### src/hdl/wre_pkg.sv
// shared types, codes and helpers for the watchdog recovery escalation block
package wre_pkg;

    localparam int OP_W      = 3;
    localparam int OUTCOME_W = 2;
    localparam int COUNT_W   = 8;
    localparam int MS_W      = 16;
    localparam int CFG_IDX_W = 2;
    localparam int CFG_DATA_W = 16;
    localparam int S_TDATA_W = 16;
    localparam int M_TDATA_W = 24;

    typedef enum logic [1:0] {
        ST_RUNNING       = 2'd0,
        ST_IN_RESET      = 2'd1,
        ST_EXIT_RESET    = 2'd2,
        ST_ROLLBACK_DONE = 2'd3
    } fsm_state_t;

    typedef enum logic [1:0] {
        IRQ_NONE    = 2'd0,
        IRQ_DISABLE = 2'd1,
        IRQ_ENABLE  = 2'd2
    } irq_action_t;

    typedef enum logic [OP_W-1:0] {
        OP_RESET_ASSERT  = 3'd0,
        OP_RESET_RELEASE = 3'd1,
        OP_CS_FIRST      = 3'd2,
        OP_CS_SECOND     = 3'd3,
        OP_START_IN_RST  = 3'd4,
        OP_MS_TICK       = 3'd5
    } op_t;

    typedef enum logic [1:0] {
        ERR_NONE     = 2'd0,
        ERR_RW       = 2'd1,
        ERR_ROLLBACK = 2'd2,
        ERR_IMAGE    = 2'd3
    } err_src_t;

    localparam logic [OUTCOME_W-1:0] OUTCOME_OK   = 2'd0;
    localparam logic [OUTCOME_W-1:0] OUTCOME_SOFT = 2'd1;

    localparam logic [CFG_IDX_W-1:0] CFG_MIN_COUNT  = 2'd0;
    localparam logic [CFG_IDX_W-1:0] CFG_TIMEOUT_MS = 2'd1;

    typedef struct packed {
        logic [OUTCOME_W-1:0] image_outcome;
        logic [OUTCOME_W-1:0] rollback_outcome;
        logic [OUTCOME_W-1:0] rw_outcome;
        logic [OP_W-1:0]      operation;
    } in_beat_t;

    typedef struct packed {
        err_src_t           error_source;
        logic               skip_flag;
        logic [COUNT_W-1:0] watchdog_count;
        logic               reset_pulse;
        logic               ran_image_apply;
        logic               ran_rollback;
        logic               ran_rw_recovery;
        irq_action_t        cs_irq_action;
        fsm_state_t         fsm_state;
    } out_beat_t;

    typedef struct packed {
        fsm_state_t         fsm;
        logic [COUNT_W-1:0] count;
        logic               skip;
        logic [MS_W-1:0]    ms;
    } wre_state_t;

    typedef struct packed {
        logic [COUNT_W-1:0] min_count;
        logic [MS_W-1:0]    timeout_ms;
    } wre_cfg_t;

    function automatic logic [COUNT_W-1:0] sat_inc(input logic [COUNT_W-1:0] v);
        sat_inc = (v == {COUNT_W{1'b1}}) ? v : v + COUNT_W'(1);
    endfunction

endpackage

### src/hdl/wre_step.sv
// next-state and result logic for one host event
module wre_step import wre_pkg::*; (
    input  wre_state_t cur,
    input  wre_cfg_t   cfg,
    input  in_beat_t   beat,
    output wre_state_t nxt,
    output out_beat_t  res
);

    logic [COUNT_W-1:0]   cnt;
    logic                 skip;
    logic [OUTCOME_W-1:0] last_outcome;
    logic [COUNT_W:0]     min_p1;
    logic [COUNT_W:0]     min_p2;

    assign min_p1 = {1'b0, cfg.min_count} + (COUNT_W+1)'(1);
    assign min_p2 = {1'b0, cfg.min_count} + (COUNT_W+1)'(2);

    always_comb begin
        nxt          = cur;
        res          = '0;
        cnt          = cur.count;
        skip         = cur.skip;
        last_outcome = OUTCOME_OK;
        unique case (op_t'(beat.operation))
            OP_RESET_ASSERT: begin
                if (cur.fsm == ST_RUNNING || cur.fsm == ST_EXIT_RESET) begin
                    res.cs_irq_action = IRQ_ENABLE;
                    nxt.fsm           = ST_IN_RESET;
                end
            end
            OP_RESET_RELEASE: begin
                if (cur.fsm == ST_IN_RESET || cur.fsm == ST_ROLLBACK_DONE) begin
                    nxt.fsm = ST_EXIT_RESET;
                end
            end
            OP_CS_FIRST: begin
                if (cur.fsm == ST_RUNNING || cur.fsm == ST_EXIT_RESET) begin
                    res.cs_irq_action = IRQ_DISABLE;
                    nxt.fsm           = ST_RUNNING;
                end else if (cur.fsm == ST_ROLLBACK_DONE) begin
                    nxt.fsm = ST_IN_RESET;
                end
            end
            OP_CS_SECOND: begin
                if (cur.fsm == ST_RUNNING) begin
                    res.cs_irq_action = IRQ_DISABLE;
                end else if (cur.fsm == ST_IN_RESET || cur.fsm == ST_EXIT_RESET) begin
                    // timer expired: forget earlier watchdog resets
                    if (cur.ms == '0) begin
                        cnt  = '0;
                        skip = 1'b0;
                    end
                    if (cnt < cfg.min_count) begin
                        res.reset_pulse = 1'b1;
                    end else begin
                        if (cnt == cfg.min_count) begin
                            res.ran_rw_recovery = 1'b1;
                            last_outcome        = beat.rw_outcome;
                            res.error_source    = ERR_RW;
                            if (beat.rw_outcome == OUTCOME_SOFT) begin
                                cnt = sat_inc(cnt);
                            end
                        end
                        // later steps see the count as bumped by earlier ones
                        if (skip || {1'b0, cnt} == min_p1) begin
                            res.ran_rollback = 1'b1;
                            last_outcome     = beat.rollback_outcome;
                            res.error_source = ERR_ROLLBACK;
                            if (beat.rollback_outcome == OUTCOME_SOFT) begin
                                cnt = sat_inc(cnt);
                            end
                        end
                        if (!skip && {1'b0, cnt} >= min_p2) begin
                            res.ran_image_apply = 1'b1;
                            last_outcome        = beat.image_outcome;
                            res.error_source    = ERR_IMAGE;
                            if (beat.image_outcome == OUTCOME_SOFT) begin
                                skip = 1'b1;
                            end
                        end
                        if (last_outcome != OUTCOME_OK) begin
                            res.reset_pulse = 1'b1;
                        end else begin
                            res.error_source = ERR_NONE;
                        end
                    end
                    nxt.fsm   = ST_ROLLBACK_DONE;
                    nxt.count = sat_inc(cnt);
                    nxt.skip  = skip;
                    nxt.ms    = cfg.timeout_ms;
                end
            end
            OP_START_IN_RST: begin
                res.cs_irq_action = IRQ_ENABLE;
                nxt.fsm           = ST_IN_RESET;
            end
            OP_MS_TICK: begin
                if (cur.ms != '0) begin
                    nxt.ms = cur.ms - MS_W'(1);
                end
            end
            default: begin
            end
        endcase
        res.fsm_state      = nxt.fsm;
        res.watchdog_count = nxt.count;
        res.skip_flag      = nxt.skip;
    end

endmodule

### src/hdl/watchdog_recovery_escalation_fsm_top.sv
// top level of the watchdog recovery escalation block
// Takes one host event per input beat and returns exactly one result beat for it. The
// event is decoded and applied to the recovery state in the same cycle it is accepted, and
// the result lands in an output register in the next cycle; a new event is accepted every
// cycle while the output register is empty or being drained, so the sustained rate is one
// beat per clock. The operation outcomes for read-write
// recovery, flash rollback and image apply travel with each event. Configuration writes
// (index 0: minimum watchdog count, index 1: timeout in ms) are always ready and should
// only be issued while no result is pending.
module watchdog_recovery_escalation_fsm_top import wre_pkg::*; (
    input  logic                  aclk,
    input  logic                  aresetn,
    input  logic                  s_tvalid,
    output logic                  s_tready,
    // [2:0] operation, [4:3] rw_outcome, [6:5] rollback_outcome, [8:7] image_outcome
    input  logic [S_TDATA_W-1:0]  s_tdata,
    output logic                  m_tvalid,
    input  logic                  m_tready,
    // [1:0] fsm_state, [3:2] cs_irq_action, [4] ran_rw_recovery, [5] ran_rollback,
    // [6] ran_image_apply, [7] reset_pulse, [15:8] watchdog_count, [16] skip_flag,
    // [18:17] error_source
    output logic [M_TDATA_W-1:0]  m_tdata,
    input  logic                  cfg_valid,
    output logic                  cfg_ready,
    input  logic [CFG_IDX_W-1:0]  cfg_index,
    input  logic [CFG_DATA_W-1:0] cfg_data
);

    wre_state_t state_reg;
    wre_state_t state_next;
    wre_cfg_t   cfg_reg;
    out_beat_t  res_next;
    out_beat_t  res_reg;
    logic       m_valid_reg;
    logic       in_fire;

    assign s_tready  = !m_valid_reg || m_tready;
    assign in_fire   = s_tvalid && s_tready;
    assign cfg_ready = 1'b1;

    wre_step u_step (
        .cur  (state_reg),
        .cfg  (cfg_reg),
        .beat (in_beat_t'(s_tdata[$bits(in_beat_t)-1:0])),
        .nxt  (state_next),
        .res  (res_next)
    );

    always_ff @(posedge aclk) begin
        if (!aresetn) begin
            state_reg   <= '{fsm: ST_RUNNING, count: '0, skip: 1'b0, ms: '0};
            cfg_reg     <= '0;
            m_valid_reg <= 1'b0;
        end else begin
            if (in_fire) begin
                state_reg <= state_next;
            end
            if (cfg_valid) begin
                case (cfg_index)
                    CFG_MIN_COUNT:  cfg_reg.min_count  <= cfg_data[COUNT_W-1:0];
                    CFG_TIMEOUT_MS: cfg_reg.timeout_ms <= cfg_data[MS_W-1:0];
                    default: begin
                    end
                endcase
            end
            if (in_fire) begin
                m_valid_reg <= 1'b1;
            end else if (m_tready) begin
                m_valid_reg <= 1'b0;
            end
        end
    end

    // result payload, no reset needed
    always_ff @(posedge aclk) begin
        if (in_fire) begin
            res_reg <= res_next;
        end
    end

    assign m_tvalid = m_valid_reg;
    assign m_tdata  = {(M_TDATA_W-$bits(out_beat_t))'(0), res_reg};

endmodule

### config.mk
export PLATFORM = sky130hd
export DESIGN_NAME = watchdog_recovery_escalation_fsm_top
export DESIGN_NICKNAME = d
export VERILOG_FILES = /design/src/hdl/wre_pkg.sv /design/src/hdl/wre_step.sv /design/src/hdl/watchdog_recovery_escalation_fsm_top.sv
export SDC_FILE = /design/constraint.sdc
export NUM_CORES = 1
export LEC_CHECK = 0
export ABC_AREA = 1
export BUFFER_PORTS_ARGS = -buffer_cell sky130_fd_sc_hd__buf_2
export CAP_MARGIN = 40
export CORE_UTILIZATION = 50
export DETAILED_ROUTE_END_ITERATION = 8
export PLACE_DENSITY = 0.7
export SLEW_MARGIN = 15
export SYNTH_ARGS = -nofsm -noshare
export SYNTH_HDL_FRONTEND = slang
export SYNTH_HIERARCHICAL = 1
export SYNTH_SLANG_ARGS = --single-unit
### constraint.sdc
create_clock -name aclk -period 5.25 [get_ports aclk]
set_input_delay 0.7875 -clock aclk [delete_from_list [all_inputs] [get_ports aclk]]
set_output_delay 0.7875 -clock aclk [all_outputs]
set_load 0.02 [all_outputs]
Word level (Yosys, flattened, before mapping) --
Cells that the tools add are included.
Word-level totals: register bits after elaboration 71, input bits 39, output and inout bits 27, logic and storage cells 131
Cells by class: $add $sub $neg 6, magnitude comparators 2, eq/ne operators 20, multiplexer cells 61, bitwise logic cells 3, reduce and logical (&&, ||, !) cells 23
Operator list (count):
- 2-to-1 mux 8 bit | 23
- 2-to-1 mux 27 bit | 2
- case mux 16 bit (2 select lines) | 1
- 2-to-1 mux 2 bit | 14
- adder 8 x 1 -> 8 bit (second input constant) | 3
- == test 8 bit (second input constant) | 3
- 2-to-1 mux 1 bit | 17
- zero test 16 bit | 1
- 2-to-1 mux 16 bit | 1
- nonzero test 16 bit | 1
- subtractor 16 x 1 -> 16 bit (second input constant) | 1
- == test 2 x 1 -> 1 bit (second input constant) | 5
- case mux 2 bit (5 select lines) | 1
- adder 8 x 1 -> 9 bit (second input constant) | 1
- adder 8 x 2 -> 9 bit (second input constant) | 1
- == test 8 x 9 -> 1 bit | 1
- >= comparator 8 x 9 -> 1 bit | 1
- 2-to-1 mux 9 bit | 1
- == test 8 bit | 1
- less-than comparator 8 bit | 1
- case mux 2 bit (4 select lines) | 1
- == test 3 x 2 -> 1 bit (second input constant) | 2
- == test 3 bit (second input constant) | 2
- nonzero test 2 bit | 3
- 15 further kinds | 27

Longest topological paths before layout --
depth after elaboration 31, mapped depth 44

Hierarchy --
The synthesis kept the hierarchy.
Modules (own cells, without submodules):
- wre_step | instances 1, cells an instance 606, area an instance 3268.1 um2, sequential area each 0.0 um2
- watchdog_recovery_escalation_fsm_top | instances 1, cells an instance 366, area an instance 2945.3 um2, sequential area each 1611.5 um2

Worst setup path after synthesis --
OpenSTA, ideal clock, no wires.
path kind register to register, start register state_reg[0] in the netlist's numbering, end register res_reg, in the netlist m_tdata[7] (data pin), data arrival time 4.565 ns, required time 4.985 ns, path slack 0.420 ns, stages on the path, launching flop included 41, buffers on the path 1, cells stage by stage dfxtp_1 inv_1 ha_1 nand2_1 nor2_2 nand2_4 buf_8 inv_2 nor2_1 ha_1 nand2_1 inv_1 nand2_1 nor2_1 nand2_2 nor2_4 nand2_1 nor2_1 [... 5 more ...] nand2_1 nand2_1 nand2_1 nand2_1 nand2_1 and2_1 ha_1 nand2_1 o211ai_1 nand3_1 nand2_1 nand3_1 a21boi_0 o211ai_1 nor3_1 a31oi_1 nor2_1 nor2_1
On the way: word-level cells in the longest chain between the ends 31
Ends and longest elaborated chain:
- start: declaration | line watchdog_recovery_escalation_fsm_top.sv:29 | wre_state_t state_reg;
- start signal: assignment | line watchdog_recovery_escalation_fsm_top.sv:51 | state_reg <= '{fsm: ST_RUNNING, count: '0, skip: 1'b0, ms: '0};
- start signal: assignment | line watchdog_recovery_escalation_fsm_top.sv:56 | state_reg <= state_next;
- zero test 16 bit (*) | line wre_step.sv:50 | if (cur.ms == '0) begin
- 2-to-1 mux 8 bit | line wre_step.sv:50
- 2-to-1 mux 8 bit | line wre_step.sv:48 | end else if (cur.fsm == ST_IN_RESET || cur.fsm == ST_EXIT_RESET) begin
- 2-to-1 mux 8 bit | line wre_step.sv:46 | if (cur.fsm == ST_RUNNING) begin
- 2-to-1 mux 8 bit | line wre_step.sv:25 | unique case (op_t'(beat.operation))
- adder 8 x 1 -> 8 bit or == test 8 bit (tied branches) | line wre_pkg.sv:80 | sat_inc = (v == {COUNT_W{1'b1}}) ? v : v + COUNT_W'(1);
- 2-to-1 mux 8 bit | line wre_pkg.sv:80
- 2-to-1 mux 8 bit | line wre_step.sv:61 | if (beat.rw_outcome == OUTCOME_SOFT) begin
- [... 15 more ...]
- 2-to-1 mux 2 bit | line wre_step.sv:74 | if (!skip && {1'b0, cnt} >= min_p2) begin
- 2-to-1 mux 2 bit | line wre_step.sv:54 | if (cnt < cfg.min_count) begin
- 2-to-1 mux 2 bit | line wre_step.sv:48
- 2-to-1 mux 2 bit | line wre_step.sv:46
- 2-to-1 mux 2 bit | line wre_step.sv:25
- nonzero test 2 bit | line wre_step.sv:82 | if (last_outcome != OUTCOME_OK) begin
- 2-to-1 mux 1 bit | line wre_step.sv:82
- 2-to-1 mux 1 bit (*) | line wre_step.sv:54
- end signal: assignment | line watchdog_recovery_escalation_fsm_top.sv:77 | res_reg <= res_next;
- end: declaration | line watchdog_recovery_escalation_fsm_top.sv:33 | out_beat_t res_reg;
Every way passes the cells marked *; elsewhere a longest branch is shown, timed or not. The select of a mux whose other input is x is not followed. A chain may end at the register's enable or synchronous reset.

==> out/metrics.cfg <==
[clock_network]
postCtsHoldBufs = 0
insertion_delay_ns = 0.33
clock_sinks = 71
htreeDepth = 3
clk_pin_slew_worst_paths_ns = 0.06
cts_tree = yes
cts_made_buffers = 9
cts-root-buf = clkbuf_16
cts.path.max_buffers = 2

[global_routing]
grt_max_degree = 38
grt_pass1_vias = 5129
overflow = 0
grt_pass1_wl_um = 23500
grtUsageTotal = 0.226
antenna_found_initial = 0

[timing]
fin_tns_setup_ns = 0
worst_pin_slew_ns = 0.641
fmax_mhz = 205
finalSetupViolations = 0
worst_slack_ns = 0.372
finalCritPeriodShare = 0.929
fin_skew_ns = 0.00770
slew_viol_final = 0
hold_viol = 0
max-slew-margin-rel = 0.571
fin_crit_ns = 4.88

[floorplan]
ios = 66
die_area_um2 = 12900
initial_core_util = 0.515
dieHeight_um = 113
die_w_um = 113
rows = 40
core_region_area_um2 = 12100

[yosys]
synthCells = 972
synthDistinctLibCells = 45
synth_edf_count = 19
ys_seq_elements = 71
async_flop_share = 0
avgSynthCellArea_um2 = 6.39
synth_ff_type = dfxtp_1
synth_area_leaders = dfxtp_1, nand2_1, edfxtp_1, inv_1, nor2_1
synth_warnings = 6
yosysSeqAreaShare = 0.259
synth_top_area_frac = 0.168
syn_area_um2 = 6210
yosys.area.top_type = dfxtp_1

[finish]
diodes = 0
layout_commonest_cell = nand2_1
drive_gt1_frac = 0.214
largest_reg_flops = 27
most-common-layout-cells = nand2_1, inv_1, nor2_1
syn2layout_area_growth_pct = 16.3
nets = 1115
nFillCells = 1193

[setup_path]
cp_data_required_time_ns = 5.52
cp_slowest_stage_delay_ns = 0.31
crit_path_start_kind = flip-flop
path_max_fanout = 7
crit_top_cell = nand2_1
crit_arrival_ns = 5.15
crit_slowest_cell = dfxtp_1
cp-end-kind = flip-flop
critPathKind = flip-flop to flip-flop

[power_and_ir_drop]
power_mw = 1.83
pwr_density_cell_nw_per_um2 = 253
ir_worst_vdd_mv = 0.189
power.leakage_nw = 3.57

[route]
post_drt_wl_per_cell_um = 12.0
drt-initial-drc-count = 332
drc = 0
dr_total_vias = 6089
wirelength_um = 14600
vias_per_cell = 4.99
ant_nets = 0
dr.pass1.iters = 5

[placed_design]
place_ws_ns = 0.205
place_hpwl_um = 10800
gp_congestion = 0.896
port_buffers = 52

[status]
outcome = finished, final reports clean

[hold_path]
min_path_type = flip-flop to flip-flop

[flow_run]
maxCapViolations = 0

-- final timing paths --
path	start	endpoint	slack (ns)	depth (start not counted)
worst max-delay path	state_reg[7]$_SDFFE_PN0P_	state_reg[16]$_SDFFE_PN0P_	0.37	41
worst min-delay path	cfg_reg[23]$_SDFFE_PN0P_	cfg_reg[23]$_SDFFE_PN0P_	0.49	2
worst max register to register	state_reg[7]$_SDFFE_PN0P_	state_reg[16]$_SDFFE_PN0P_	0.37	41
worst min register to register	cfg_reg[23]$_SDFFE_PN0P_	cfg_reg[23]$_SDFFE_PN0P_	0.49	2
-- layer usage --
layer | GRT usage | routed length, um
met4 | 0.0649 | 216
met5 | 0 | 0
met2 | 0.358 | 6510
met3 | 0.0361 | 666
met1 | 0.318 | 7210
-- per-stage QoR --
step                instance area, um2   util  hold WS [ns]  std cells
floorplan                         6230      -         0.452        976
detailed placement                6730  0.558         0.481       1192
finish                            7220  0.599         0.495       1221
CTS                               7000  0.580         0.498       1207
global route                      7220  0.599         0.541       1221
global placement                  6650  0.552         0.474       1188
-- cells by family (layout without fill, tap and decap cells) --
logic type	Yosys count	count (layout)	share of synthesized area
xor gates and xnor gates	14	14	0.0197
DFF	71	71	0.259
buffers and inverters	204	280	0.153
AOI/OAI and AO/OA	109	109	0.100
adders and majority gates	27	27	0.0544
other	2	6	0.00121
and+or+nand+nor	545	546	0.412
-- report_power, final --
group	internal (mW)	switching, mW
logic	0.254	0.400
clock network	0.327	0.219
registers	0.601	0.0297
total	1.18	0.648
-- critical path, delay by kind of cell, from the launching register on --
kind / cells / cell delay [ns]
adders and majority gates: 2 / 0.56
and+or+nand+nor: 28 / 2.65
buffers and inverters: 8 / 0.83
AOI/OAI and AO/OA: 3 / 0.44
DFF: 1 / 0.31
-- area by class of cell --
| type | count | area (um2) | share of cell area |
|---|---|---|---|
| Tap cell | 168 | 210 | 0.0291 |
| Sequential cell | 71 | 1610 | 0.223 |
| Clock inverter | 4 | 22.5 | 0.00312 |
| Inverter | 153 | 577 | 0.0798 |
| Clock buffer | 11 | 243 | 0.0336 |
| Timing Repair Buffer | 112 | 767 | 0.106 |
| Multi-Input combinational cell | 702 | 3790 | 0.525 |
-- synthesized netlist by cell type (10+ instances only) --
| master | count |
|---|---|
| dfxtp_1 | 52 |
| nor2_1 | 126 |
| inv_1 | 145 |
| nor2_4 | 10 |
| a21oi_1 | 58 |
| ha_1 | 27 |
| edfxtp_1 | 19 |
| nand4_1 | 14 |
| nand2_2 | 24 |
| xor2_1 | 12 |
| o211ai_1 | 16 |
| buf_6 | 10 |
| o21ai_0 | 23 |
| buf_2 | 15 |
| buf_4 | 21 |
| nand3_1 | 89 |
| nand2_1 | 235 |
-- timing repair --
item / in CTS / in global routing
buffers inserted: 0 / 13
endpoints found under the setup margin: 0 / 7
resized for setup: 0 / 34
endpoints found under the hold margin: 0 / 0
No activity file was read; power rests on OpenSTA's default activity.
